`config.mk`:
```
export PLATFORM = sky130hd
export DESIGN_NAME = backslash_escape_codec
export DESIGN_NICKNAME = d
export VERILOG_FILES = /design/src/rtl/bec_pkg.sv /design/src/rtl/backslash_escape_codec.sv
export SDC_FILE = /design/constraint.sdc
export NUM_CORES = 1
export LEC_CHECK = 0
export BUFFER_PORTS_ARGS = -buffer_cell sky130_fd_sc_hd__buf_2
export CORE_ASPECT_RATIO = 0.7
export CORE_MARGIN = 4
export CORE_UTILIZATION = 55
export DETAILED_ROUTE_END_ITERATION = 7
export GPL_TIMING_DRIVEN = 1
export PLACE_DENSITY = 0.79
export SLEW_MARGIN = 10
export SYNTH_ARGS = -nofsm -noshare
export SYNTH_HDL_FRONTEND = slang
export SYNTH_SLANG_ARGS = --single-unit
```
`constraint.sdc`:
```
create_clock -name aclk -period 3.7 [get_ports aclk]
set_input_delay 0.37 -clock aclk [delete_from_list [all_inputs] [get_ports aclk]]
set_output_delay 0.37 -clock aclk [all_outputs]
set_load 0.05 [all_outputs]
```
`src/rtl/bec_pkg.sv`:
```
// ----------------------------------------------------------------------------
// bec_pkg
// Character constants and lookup functions for the backslash escape codec.
// ----------------------------------------------------------------------------
package bec_pkg;

    localparam logic [7:0] CH_NUL   = 8'h00;
    localparam logic [7:0] CH_TAB   = 8'h09;
    localparam logic [7:0] CH_LF    = 8'h0A;
    localparam logic [7:0] CH_CR    = 8'h0D;
    localparam logic [7:0] CH_DQUOT = 8'h22;
    localparam logic [7:0] CH_PCT   = 8'h25;
    localparam logic [7:0] CH_SQUOT = 8'h27;
    localparam logic [7:0] CH_BSL   = 8'h5C;
    localparam logic [7:0] CH_LOW_N = 8'h6E;
    localparam logic [7:0] CH_LOW_P = 8'h70;
    localparam logic [7:0] CH_LOW_Q = 8'h71;
    localparam logic [7:0] CH_LOW_R = 8'h72;
    localparam logic [7:0] CH_LOW_S = 8'h73;
    localparam logic [7:0] CH_LOW_T = 8'h74;

    localparam logic DIR_ESCAPE   = 1'b0;
    localparam logic DIR_UNESCAPE = 1'b1;

    // letter for a special byte, NUL when the byte is copied as is
    function automatic logic [7:0] esc_letter(input logic [7:0] b);
        logic [7:0] m;
        case (b)
            CH_BSL:   m = CH_BSL;
            CH_LF:    m = CH_LOW_N;
            CH_CR:    m = CH_LOW_R;
            CH_TAB:   m = CH_LOW_T;
            CH_DQUOT: m = CH_LOW_Q;
            CH_SQUOT: m = CH_LOW_S;
            CH_PCT:   m = CH_LOW_P;
            default:  m = CH_NUL;
        endcase
        return m;
    endfunction

    // byte for an escape letter, NUL when the letter is unknown
    function automatic logic [7:0] unesc_byte(input logic [7:0] b);
        logic [7:0] m;
        case (b)
            CH_LOW_N: m = CH_LF;
            CH_LOW_R: m = CH_CR;
            CH_LOW_T: m = CH_TAB;
            CH_LOW_Q: m = CH_DQUOT;
            CH_LOW_S: m = CH_SQUOT;
            CH_BSL:   m = CH_BSL;
            CH_LOW_P: m = CH_PCT;
            default:  m = CH_NUL;
        endcase
        return m;
    endfunction

endpackage

```
`src/rtl/backslash_escape_codec.sv`:
```
// Latency: a result is presented the cycle after its input byte is accepted.
// Throughput: one input byte per cycle while m_ready is high and the byte
// yields at most one byte; a byte that yields two bytes holds the input side
// until the first byte is taken (the result port moves one byte per cycle).
// Reset (aresetn low, synchronous): direction escape, no escape pending,
// result register empty.
// ----------------------------------------------------------------------------
// backslash_escape_codec
// Escapes or unescapes a byte stream with backslash sequences; one result
// register plus a second-byte register carry up to two bytes per input.
// ----------------------------------------------------------------------------
module backslash_escape_codec (
    input  logic       aclk,
    input  logic       aresetn,
    input  logic       cfg_we,
    input  logic       cfg_wdata,
    input  logic       s_valid,
    output logic       s_ready,
    input  logic [7:0] s_in_byte,
    output logic       m_valid,
    input  logic       m_ready,
    output logic [7:0] m_out_byte,
    output logic       m_run_last
);

    logic       direction_reg;
    logic       pending_reg,     pending_next;
    logic       m_valid_reg,     m_valid_next;
    logic [7:0] out_byte_reg,    out_byte_next;
    logic       run_last_reg,    run_last_next;
    logic       second_valid_reg, second_valid_next;
    logic [7:0] second_byte_reg, second_byte_next;

    logic       s_xfer;
    logic       m_xfer;
    logic [1:0] res_cnt;
    logic [7:0] res_b0;
    logic [7:0] res_b1;
    logic [7:0] esc_m;
    logic [7:0] unesc_m;
    logic       res_pending;

    assign s_ready = (!m_valid_reg || m_ready) && !second_valid_reg;
    assign s_xfer  = s_valid && s_ready;
    assign m_xfer  = m_valid_reg && m_ready;

    assign esc_m   = bec_pkg::esc_letter(s_in_byte);
    assign unesc_m = bec_pkg::unesc_byte(s_in_byte);

    always_comb begin
        res_cnt     = 2'd1;
        res_b0      = s_in_byte;
        res_b1      = s_in_byte;
        res_pending = pending_reg;
        if (direction_reg == bec_pkg::DIR_ESCAPE) begin
            if (esc_m != bec_pkg::CH_NUL) begin
                res_cnt = 2'd2;
                res_b0  = bec_pkg::CH_BSL;
                res_b1  = esc_m;
            end
        end else if (!pending_reg) begin
            if (s_in_byte == bec_pkg::CH_BSL) begin
                res_cnt     = 2'd0;
                res_pending = 1'b1;
            end
        end else begin
            res_pending = 1'b0;
            if (s_in_byte == bec_pkg::CH_NUL) begin
                res_b0 = bec_pkg::CH_NUL;
            end else if (unesc_m != bec_pkg::CH_NUL) begin
                res_b0 = unesc_m;
            end else begin
                res_cnt = 2'd2;
                res_b0  = bec_pkg::CH_BSL;
                res_b1  = s_in_byte;
            end
        end
    end

    always_comb begin
        pending_next      = pending_reg;
        m_valid_next      = m_valid_reg;
        out_byte_next     = out_byte_reg;
        run_last_next     = run_last_reg;
        second_valid_next = second_valid_reg;
        second_byte_next  = second_byte_reg;
        if (m_xfer) begin
            m_valid_next = 1'b0;
            if (second_valid_reg) begin
                m_valid_next      = 1'b1;
                out_byte_next     = second_byte_reg;
                run_last_next     = 1'b1;
                second_valid_next = 1'b0;
            end
        end
        if (s_xfer) begin
            pending_next = res_pending;
            case (res_cnt)
                2'd1: begin
                    m_valid_next  = 1'b1;
                    out_byte_next = res_b0;
                    run_last_next = 1'b1;
                end
                2'd2: begin
                    m_valid_next      = 1'b1;
                    out_byte_next     = res_b0;
                    run_last_next     = 1'b0;
                    second_valid_next = 1'b1;
                    second_byte_next  = res_b1;
                end
                default: begin
                end
            endcase
        end
        if (cfg_we) begin
            pending_next = 1'b0;
        end
    end

    always_ff @(posedge aclk) begin
        if (!aresetn) begin
            direction_reg    <= bec_pkg::DIR_ESCAPE;
            pending_reg      <= 1'b0;
            m_valid_reg      <= 1'b0;
            second_valid_reg <= 1'b0;
        end else begin
            if (cfg_we) begin
                direction_reg <= cfg_wdata;
            end
            pending_reg      <= pending_next;
            m_valid_reg      <= m_valid_next;
            second_valid_reg <= second_valid_next;
        end
    end

    always_ff @(posedge aclk) begin
        out_byte_reg    <= out_byte_next;
        run_last_reg    <= run_last_next;
        second_byte_reg <= second_byte_next;
    end

    assign m_valid    = m_valid_reg;
    assign m_out_byte = out_byte_reg;
    assign m_run_last = run_last_reg;

    a_second_behind_first: assert property (@(posedge aclk) disable iff (!aresetn)
        second_valid_reg |-> (m_valid_reg && !run_last_reg))
        else $error("second byte held without an open first byte");

    a_cfg_clears_pending: assert property (@(posedge aclk) disable iff (!aresetn)
        cfg_we |=> !pending_reg)
        else $error("escape pending survived a direction write");

    a_escape_always_emits: assert property (@(posedge aclk) disable iff (!aresetn)
        (s_xfer && direction_reg == bec_pkg::DIR_ESCAPE) |=> m_valid_reg)
        else $error("escape mode transfer produced no result");

endmodule
```
==> impl_results.md, run 1 <==
- Critical register-to-register path startpoint: direction_reg
- Top-count cell post-synth: nand2_1
- Clock sink count: 21
- Buffers on Ports: 24
- Vias: 1354
- Pleak: 0.652 nW
- Tightest Pin Transition: 0.564 ns
- Post-CTS setup buffers: 0
- Hold path startpoint: cfg_we
- Clock latency at the later pin of the worst-skew pair: 0.27 ns
- Clock skew: 0.000860 ns
- Root Buffer: clkbuf_8
- Synth top cells by count: 14 x nand2_1, 13 x dfxtp_1, 11 x nor2_1
- Crit path max fanout: 8
- Drt wl/cell: 17.9 um
- Largest net degree at the start of global routing: 16
- Post-Route Setup TNS: 0 ns
- TritonRoute pass-1 iters: 4
- Yosys top cell area share: 0.183
- Mapped cell area: 1430 sq um
- WHS Endpoint: pending_reg
- Async set-reset flop share out of synthesis: 0
- Power share of the clock group: 0.264
- Grt total ovfl: 0
- Routed vias/inst: 6.42
- Vias in the first global route: 1251
- Worst reg2reg setup slack: 0.82 ns
- # rows: 15
- Net Sw Power: 0.000210 W
- Top post-synthesis cells by area: dfxtp_1 18%, edfxtp_1 17%, nand2_1 3.7%
- Hold depth: 2
- Net Sw Frac: 0.353
- Fillers: 218
- Final Net Count: 194
- Area growth, synth to finish: 12.1%
- CP Class: primary input to flop
- Finished Cell Area: 1600 sq um
- CP Launch Type: primary input
- H-tree depth: 1
- Comb pwr share: 0.289
- Seq. cell area: 500 sq um
- Tot Pwr: 0.000594 W
- Area taken by multi-input logic gates: 843 sq um
- Post-DP HPWL: 2810 um
- Core Area: 2460 sq um
- Tcrit/Tclk final: 0.825
- Count of final hold-check violations: 0
- DRC viols: 0
- Total of max-cap violations: 0
- WHS: 0.298 ns
- Fin crit period: 3.05 ns
- Main synth FF type: dfxtp_1
- DP Cell Count: 207
- Routed WL: 3780 um
- CTS-repair resized insts: 0
- CTS buffer count: 3
- DRT iter0 DRCs: 145
- Cells after Synth: 157
- Area leader, netlist: dfxtp_1
- IO Pins: 25
- Crit end category: flop
- VDD IR max: 0.000213 V
- Setup-failing EPs final: 0
- Antenna cells: 0
- Max Slew Vio Count: 0
- Slew Limit Headroom: 0.623
- Non-filler cells, final: 211
- Critical R2R Capture: m_out_byte[2]
- Initial antenna violation count: 0
- Yosys warnings: 0
- Fmax: 327 MHz
- Syn Nets: 173
- Die area: 3480 sq um
- CP required: 3.84 ns
- CTS Buffer Depth: 2
- Yosys reg bits: 21
- First-pass GRT wire length: 6000 um
- Sequential cell fraction of total power: 0.447
- Number of enable flip-flop cells after synthesis: 8
- Effective utilization at floorplan: 0.580
- Routed Antenna Nets: 0
- Placed cell area: 1550 sq um
- Syn avg cell area: 9.08 sq um
- CTS tree: built
- Min-delay worst type: primary input to flop
- Reg clk slew, reported paths: 0.08 ns
- Pint: 0.000385 W
- Die Span Y: 50.6 um
- Pwr Density: 372 nW/um^2
- Overall routing resource usage: 0.233
- Worst reg-to-reg path cell count: 9
- Register area share after synthesis: 0.351
- Status: completed
- Die X-Extent: 68.8 um
- CP Data Arrival Time: 3.19 ns
- RSZ-0062 raised after global routing: no
- Share of layout cells above drive strength 1: 0.249
- Cts hold-fix bufs: 0
- Final GP Congestion: 0.967
- Yosys cell types: 56
-- stage by stage --
| step | setup slack, ns | utilization |
|---|---|---|
| floorplan | 0.542 | - |
| global placement | 0.465 | 0.631 |
| detailed placement | 0.462 | 0.631 |
| CTS | 0.741 | 0.650 |
| global route | 0.549 | 0.650 |
| finish | 0.646 | 0.650 |
-- logic make-up (layout without fill, tap and decap cells) --
kind of cell             Yosys count  in the layout  share of synthesized area
AO/OA/AOI/OAI                     42             42                      0.234
XOR/XNOR                           2              2                     0.0123
adder cells (fa/ha/maj)            2              2                     0.0176
buffers and inverters             17             37                     0.0571
flip-flops                        21             21                      0.351
multiplexers                       9              9                     0.0667
AND/OR/NAND/NOR                   64             64                      0.262
-- critical path, stage by stage --
cell       delay, ns
buf_2           0.14
or3_1           0.54
nor3_2          0.24
nor2_1          0.12
a21boi_2        0.23
o21ai_1         0.10
ha_1            0.33
nor4b_2         0.29
nand2_1         0.20
a2111oi_0       0.51
nor3_1          0.11
-- metal layers --
layer | track usage | part of all wire
met3 | 0.0626 | 0.10
met2 | 0.348 | 0.45
met5 | 0 | 0
met1 | 0.325 | 0.44
met4 | 0.0647 | 0.0061
-- final cells by class --
class                           instances  share of cell area
Clock buffer                            3              0.0258
Inverter                                6              0.0141
Tap cell                               34              0.0266
Clock inverter                          1             0.00313
Sequential cell                        21               0.313
Timing Repair Buffer                   27              0.0893
Multi-Input combinational cell        119               0.528
-- worst max path at each step --
stage	slack (ns)	startpoint	cells past startpoint	to
6_report	0.65	s_in_byte[7]	11	m_out_byte[2]
5_1_grt	0.55	s_in_byte[7]	11	m_out_byte[2]
4_1_cts	0.74	s_in_byte[7]	11	m_out_byte[6]
3_5_place_dp	0.46	s_in_byte[7]	11	m_out_byte[6]
3_3_place_gp	0.47	s_in_byte[7]	11	m_out_byte[6]
2_1_floorplan	0.54	s_in_byte[3]	11	m_out_byte[6]
-- placed cells by master, fill, tap and decap left out, drive strengths merged, types with 3 or more instances in the layout --
cell type	count
buf	27
nand2	14
dfxtp	13
nor2	11
a21oi	8
edfxtp	8
nand2b	6
inv	6
nor3	6
nor4	5
mux2i	5
o21ai	5
nand3	4
mux2	4
a211oi	4
or3	3
clkbuf	3
nand3b	3
o211ai	3
-- power groups by stage --
| stage | clock (W) | sequential [W] | combinational [W] |
|---|---|---|---|
| floorplan | 0 | 0.000326 | 0.0000727 |
| global placement | 0 | 0.000270 | 0.000169 |
| detailed placement | 0 | 0.000271 | 0.000170 |
| CTS | 0.000158 | 0.000266 | 0.000171 |
| global route | 0.000171 | 0.000268 | 0.000183 |
| finish | 0.000157 | 0.000266 | 0.000172 |
(Power assumes the default switching activity.)
==> inputs of run 2 (changes only) <==
CORE_UTILIZATION = 50   (was 55)
PLACE_DENSITY = 0.75   (was 0.79)
clock period = 2.8 ns   (was 3.7 ns; I/O delays follow)
==> run 2 against run 1 <==
Net effect: worst setup slack lost 0.48 ns; clock power up 32%; first-iteration DRC count grew 0.69%; core utilization increased by 3.5 points; clock skew rose by 0.0021 ns; critical path depth did not move; combinational power increased by 46%; die area is 8.6% higher; largest power group unchanged; total power grew 36%; critical path type unchanged; register-to-register slack got worse by 0.44 ns; non-clock buffer count up 20.
==> impl_results.md, run 2 (same netlist as run 1, synthesis figures left out) <==
- Routed vias/inst: 6.25
- Tightest Pin Transition: 0.556 ns
- Max Slew Vio Count: 0
- Final GP Congestion: 0.976
- Clock sink count: 21
- Antenna cells: 0
- Clock latency at the later pin of the worst-skew pair: 0.27 ns
- Pleak: 0.760 nW
- Most common cell after layout, fill and taps aside: buf_2
- TritonRoute pass-1 iters: 4
- Crit path max fanout: 13
- First-pass GRT wire length: 6930 um
- Area growth, synth to finish: 24.5%
- Post-layout util: 0.685
- Fmax: 380 MHz
- Non-filler cells, final: 231
- Overall routing resource usage: 0.246
- VDD IR max: 0.000233 V
- Drt wl/cell: 18.4 um
- Fin crit period: 2.63 ns
- CTS buffer count: 3
- CTS tree: built
- Die Span Y: 52.7 um
- Routed Antenna Nets: 0
- Reg clk slew, reported paths: 0.08 ns
- Grt total ovfl: 0
- Vias: 1443
- Largest net degree at the start of global routing: 14
- Most frequent cells in the layout: 24 x buf_2, 22 x buf_4, 14 x nand2_1
- H-tree depth: 1
- DP Cell Count: 227
- Critical path's largest stage delay: 0.55 ns
- Pwr Density: 456 nW/um^2
- Tcrit/Tclk final: 0.941
- CP Data Arrival Time: 2.80 ns
- CP Launch Type: primary input
- Root Buffer: clkbuf_8
- Post-CTS setup buffers: 0
- Routed WL: 4250 um
- Share of layout cells above drive strength 1: 0.330
- Effective utilization at floorplan: 0.550
- Vias in the first global route: 1422
- Core Area: 2590 sq um
- Die area: 3780 sq um
- Worst setup startpoint: s_in_byte[0]
- DRC viols: 0
- Slew Limit Headroom: 0.629
- IO Pins: 25
- Initial antenna violation count: 0
- Total of max-cap violations: 0
- Slowest-stage cell, CP: or4_4
- CP required: 2.96 ns
- DRT iter0 DRCs: 146
- CP Class: primary input to flop
- Setup-failing EPs final: 0
- Hold path startpoint: cfg_we
- Post-DP HPWL: 3380 um
- Die X-Extent: 71.8 um
- Critical register-to-register path startpoint: direction_reg
- RSZ-0062 raised after global routing: no
- CTS Buffer Depth: 2
- Final Net Count: 214
- CP Cell Sequence: buf_2, or4_4, nor3_2, nor2_1, a21boi_2, o21ai_1, ha_1, nor4b_4, buf_4, o2111ai_1, o221a_2
- Clock skew: 0.00300 ns
- Min-delay worst type: primary input to flop
- # rows: 15
- Status: completed
- Crit end category: flop
- Count of final hold-check violations: 0
- Buffers on Ports: 24
run 2: cell types whose count changed in the layout (fill, tap and decap cells not counted), sizes merged:
cell	delta
buf	+20
run 2: what timing repair did:
| item | CTS | global route |
|---|---|---|
| hold buffers | 0 | 0 |
| resized for setup | 0 | 1 |
| setup endpoints to repair | 0 | 1 |
run 2: cell type report:
cell class / count / area [sq um]
multi-input combinational: 119 / 857
fill: 205 / 816
inverter: 6 / 22.5
timing repair buffer: 47 / 305
clock buffer: 3 / 41.3
tap: 34 / 42.5
sequential: 21 / 500
clock inverter: 1 / 5.00
run 2: metal layers:
metal,up-vias,GRT usage,routed length (um)
met4,0,0.0750,77
met5,-,0,0
met2,85,0.425,1990
met3,11,0.0498,479
li1,679,-,-
met1,668,0.310,1700
run 2: path summary, 6_finish.rpt:
check                   to  slack (ns)  depth (start not counted)
max reg2reg  m_out_byte[6]        0.38                         10
min reg2reg     m_run_last        0.46                          2
min            pending_reg        0.20                          2
max          m_out_byte[6]        0.17                         11
run 2: metrics by stage:
stage	hold WS, ns	setup WS [ns]	TNS [ns]	total power, W	instance area [sq um]
after floorplan	0.353	0.00632	0	0.000531	1450
after global placement	0.440	0.0160	0	0.000599	1730
after detailed placement	0.452	-0.0850	-0.192	0.000606	1730
after CTS	0.197	0.144	0	0.000810	1770
after global routing	0.196	0.0307	0	0.000841	1770
final	0.196	0.165	0	0.000809	1770
run 2: critical path, delay by kind of cell:
kind            cells  cell delay (ns)
compound gates      4             0.74
simple gates        4             1.07
buf+inv             2             0.38
fa+ha+maj           1             0.33
run 2: power by group:
part	switching (W)	internal, W	leakage, nW	total, W
registers	0.0000115	0.000339	0.180	0.000350
logic	0.000165	0.0000861	0.554	0.000251
clock network	0.000108	0.0000995	0.0255	0.000207
total	0.000285	0.000525	0.760	0.000809
==> inputs of run 3 (changes only) <==
CELL_PAD_IN_SITES_DETAIL_PLACEMENT = 1   (was default)
CELL_PAD_IN_SITES_GLOBAL_PLACEMENT = 2   (was default)
CORE_UTILIZATION = 30   (was 50)
PLACE_DENSITY = default   (was 0.75)
PLACE_DENSITY_LB_ADDON = 0.1   (was default)
==> run 3 against run 2 <==
Net effect: die area grew 57%; worst setup slack lost 0.050 ns; combinational power is essentially flat; largest power group unchanged; flip-flop and latch count is the same; sequential power is essentially flat; wire length grew 14%; global-route usage shrank 7.9 points; worst hold slack gained 0.032 ns; critical path type unchanged; first-iteration DRC count shrank 59%; design area grew 2.5%.
==> impl_results.md, run 3 (same netlist as run 1, synthesis figures left out) <==
- Finished Cell Area: 1820 sq um
- Reg clk slew, reported paths: 0.08 ns
- CP Class: primary input to flop
- Final GP Congestion: 0.886
- Tcrit/Tclk final: 0.959
- Worst reg2reg setup slack: 0.18 ns
- DRT iter0 DRCs: 60
- Clock sink count: 21
- CTS-repair resized insts: 0
- Pwr Density: 446 nW/um^2
- Non-filler cells, final: 256
- Area taken by multi-input logic gates: 856 sq um
- Placed cell area: 1770 sq um
- Vias in the first global route: 1437
- Max Slew Vio Count: 0
- VDD IR max: 0.000205 V
- Routed WL: 4840 um
- Routed Antenna Nets: 0
- Critical path's largest stage delay: 0.54 ns
- Die Span Y: 65.7 um
- CP Cell Sequence: buf_2, or4_4, nor3_2, nor2_1, a21boi_2, o21ai_1, ha_1, nor4b_4, nand2_1, a2111oi_0, nor3_1
- Die X-Extent: 90.4 um
- Pleak: 0.775 nW
- H-tree depth: 1
- Die area: 5930 sq um
- Slew Limit Headroom: 0.576
- Vias: 1416
- Grt total ovfl: 0
- Initial antenna violation count: 0
- Post-CTS setup buffers: 0
- CTS tree: built
- Overall routing resource usage: 0.167
- TritonRoute pass-1 iters: 4
- Min-delay worst type: primary input to flop
- Post-DP HPWL: 3860 um
- # rows: 20
- Post-Route Setup TNS: 0 ns
- Total of max-cap violations: 0
- CP required: 2.94 ns
- DRC viols: 0
- Area growth, synth to finish: 27.6%
- IO Pins: 25
- Slowest-stage cell, CP: or4_4
- DP Cell Count: 252
- Cts hold-fix bufs: 0
- Root Buffer: clkbuf_8
- Fin crit period: 2.69 ns
- Tightest Pin Transition: 0.635 ns
- Most common cell after layout, fill and taps aside: buf_4
- Setup-failing EPs final: 0
- Fmax: 372 MHz
- CP Launch Type: primary input
- Clock latency at the later pin of the worst-skew pair: 0.26 ns
- Drt wl/cell: 18.9 um
- Largest net degree at the start of global routing: 13
- Fillers: 542
- CTS buffer count: 3
- Most frequent cells in the layout: 27 x buf_4, 24 x buf_2, 14 x nand2_1
- Crit end category: flop
- Count of final hold-check violations: 0
- Final Net Count: 218
- Status: completed
- Crit path buf inv count: 1
- CP Data Arrival Time: 2.82 ns
- Critical path's top delay family: simple AND/OR/NAND/NOR gates
- Routed vias/inst: 5.53
- First-pass GRT wire length: 7870 um
- Crit path max fanout: 8
- Clock skew: 0.00115 ns
- Buffers on Ports: 24
- Antenna cells: 0
- CTS Buffer Depth: 2
- Core Area: 4450 sq um
- Share of layout cells above drive strength 1: 0.348
- RSZ-0062 raised after global routing: no
- Seq. cell area: 502 sq um
- Effective utilization at floorplan: 0.320
-- run 3: cell count changes in the layout (fill, tap and decap cells not counted), sizes merged --
cell  delta
buf      +4
-- run 3: worst paths after layout --
check	start	end	cells past startpoint
max	s_in_byte[0]	m_out_byte[2]	11
min	cfg_we	pending_reg	2
max reg2reg	direction_reg	m_out_byte[2]	10
min reg2reg	m_run_last	m_run_last	2
-- run 3: metal layers --
metal,track usage,routed length (um)
met3,0.0366,162
met4,0.0172,19
met2,0.258,2050
met5,0,0
met1,0.247,2600
-- run 3: per-stage QoR --
step | util | worst slack (ns) | total power (W) | hold WS [ns]
floorplan | - | 0.00632 | 0.000531 | 0.353
global placement | 0.397 | 0.0378 | 0.000609 | 0.438
detailed placement | 0.397 | -0.116 | 0.000612 | 0.450
CTS | 0.408 | 0.0621 | 0.000817 | 0.218
global route | 0.408 | 0.0104 | 0.000850 | 0.221
finish | 0.408 | 0.115 | 0.000810 | 0.228
-- run 3: worst register-to-register path: cells and delay by family, from the launching register on --
kind / cells / cell delay (ns)
fa+ha+maj: 1 / 0.29
buf+inv: 1 / 0.18
compound gates: 4 / 0.81
simple gates: 4 / 0.82
flops: 1 / 0.39
-- run 3: power breakdown --
part / total (W) / switching, W / internal [W]
clock network: 0.000203 / 0.000104 / 0.0000992
registers: 0.000353 / 0.0000141 / 0.000339
logic: 0.000253 / 0.000168 / 0.0000854
total: 0.000810 / 0.000286 / 0.000524
-- run 3: layout make-up --
type                       count  area share
clock inverter                 1     0.00275
inverter                       6      0.0124
timing repair buffer          51       0.178
multi-input combinational    119       0.471
sequential                    21       0.276
tap                           55      0.0379
clock buffer                   3      0.0227
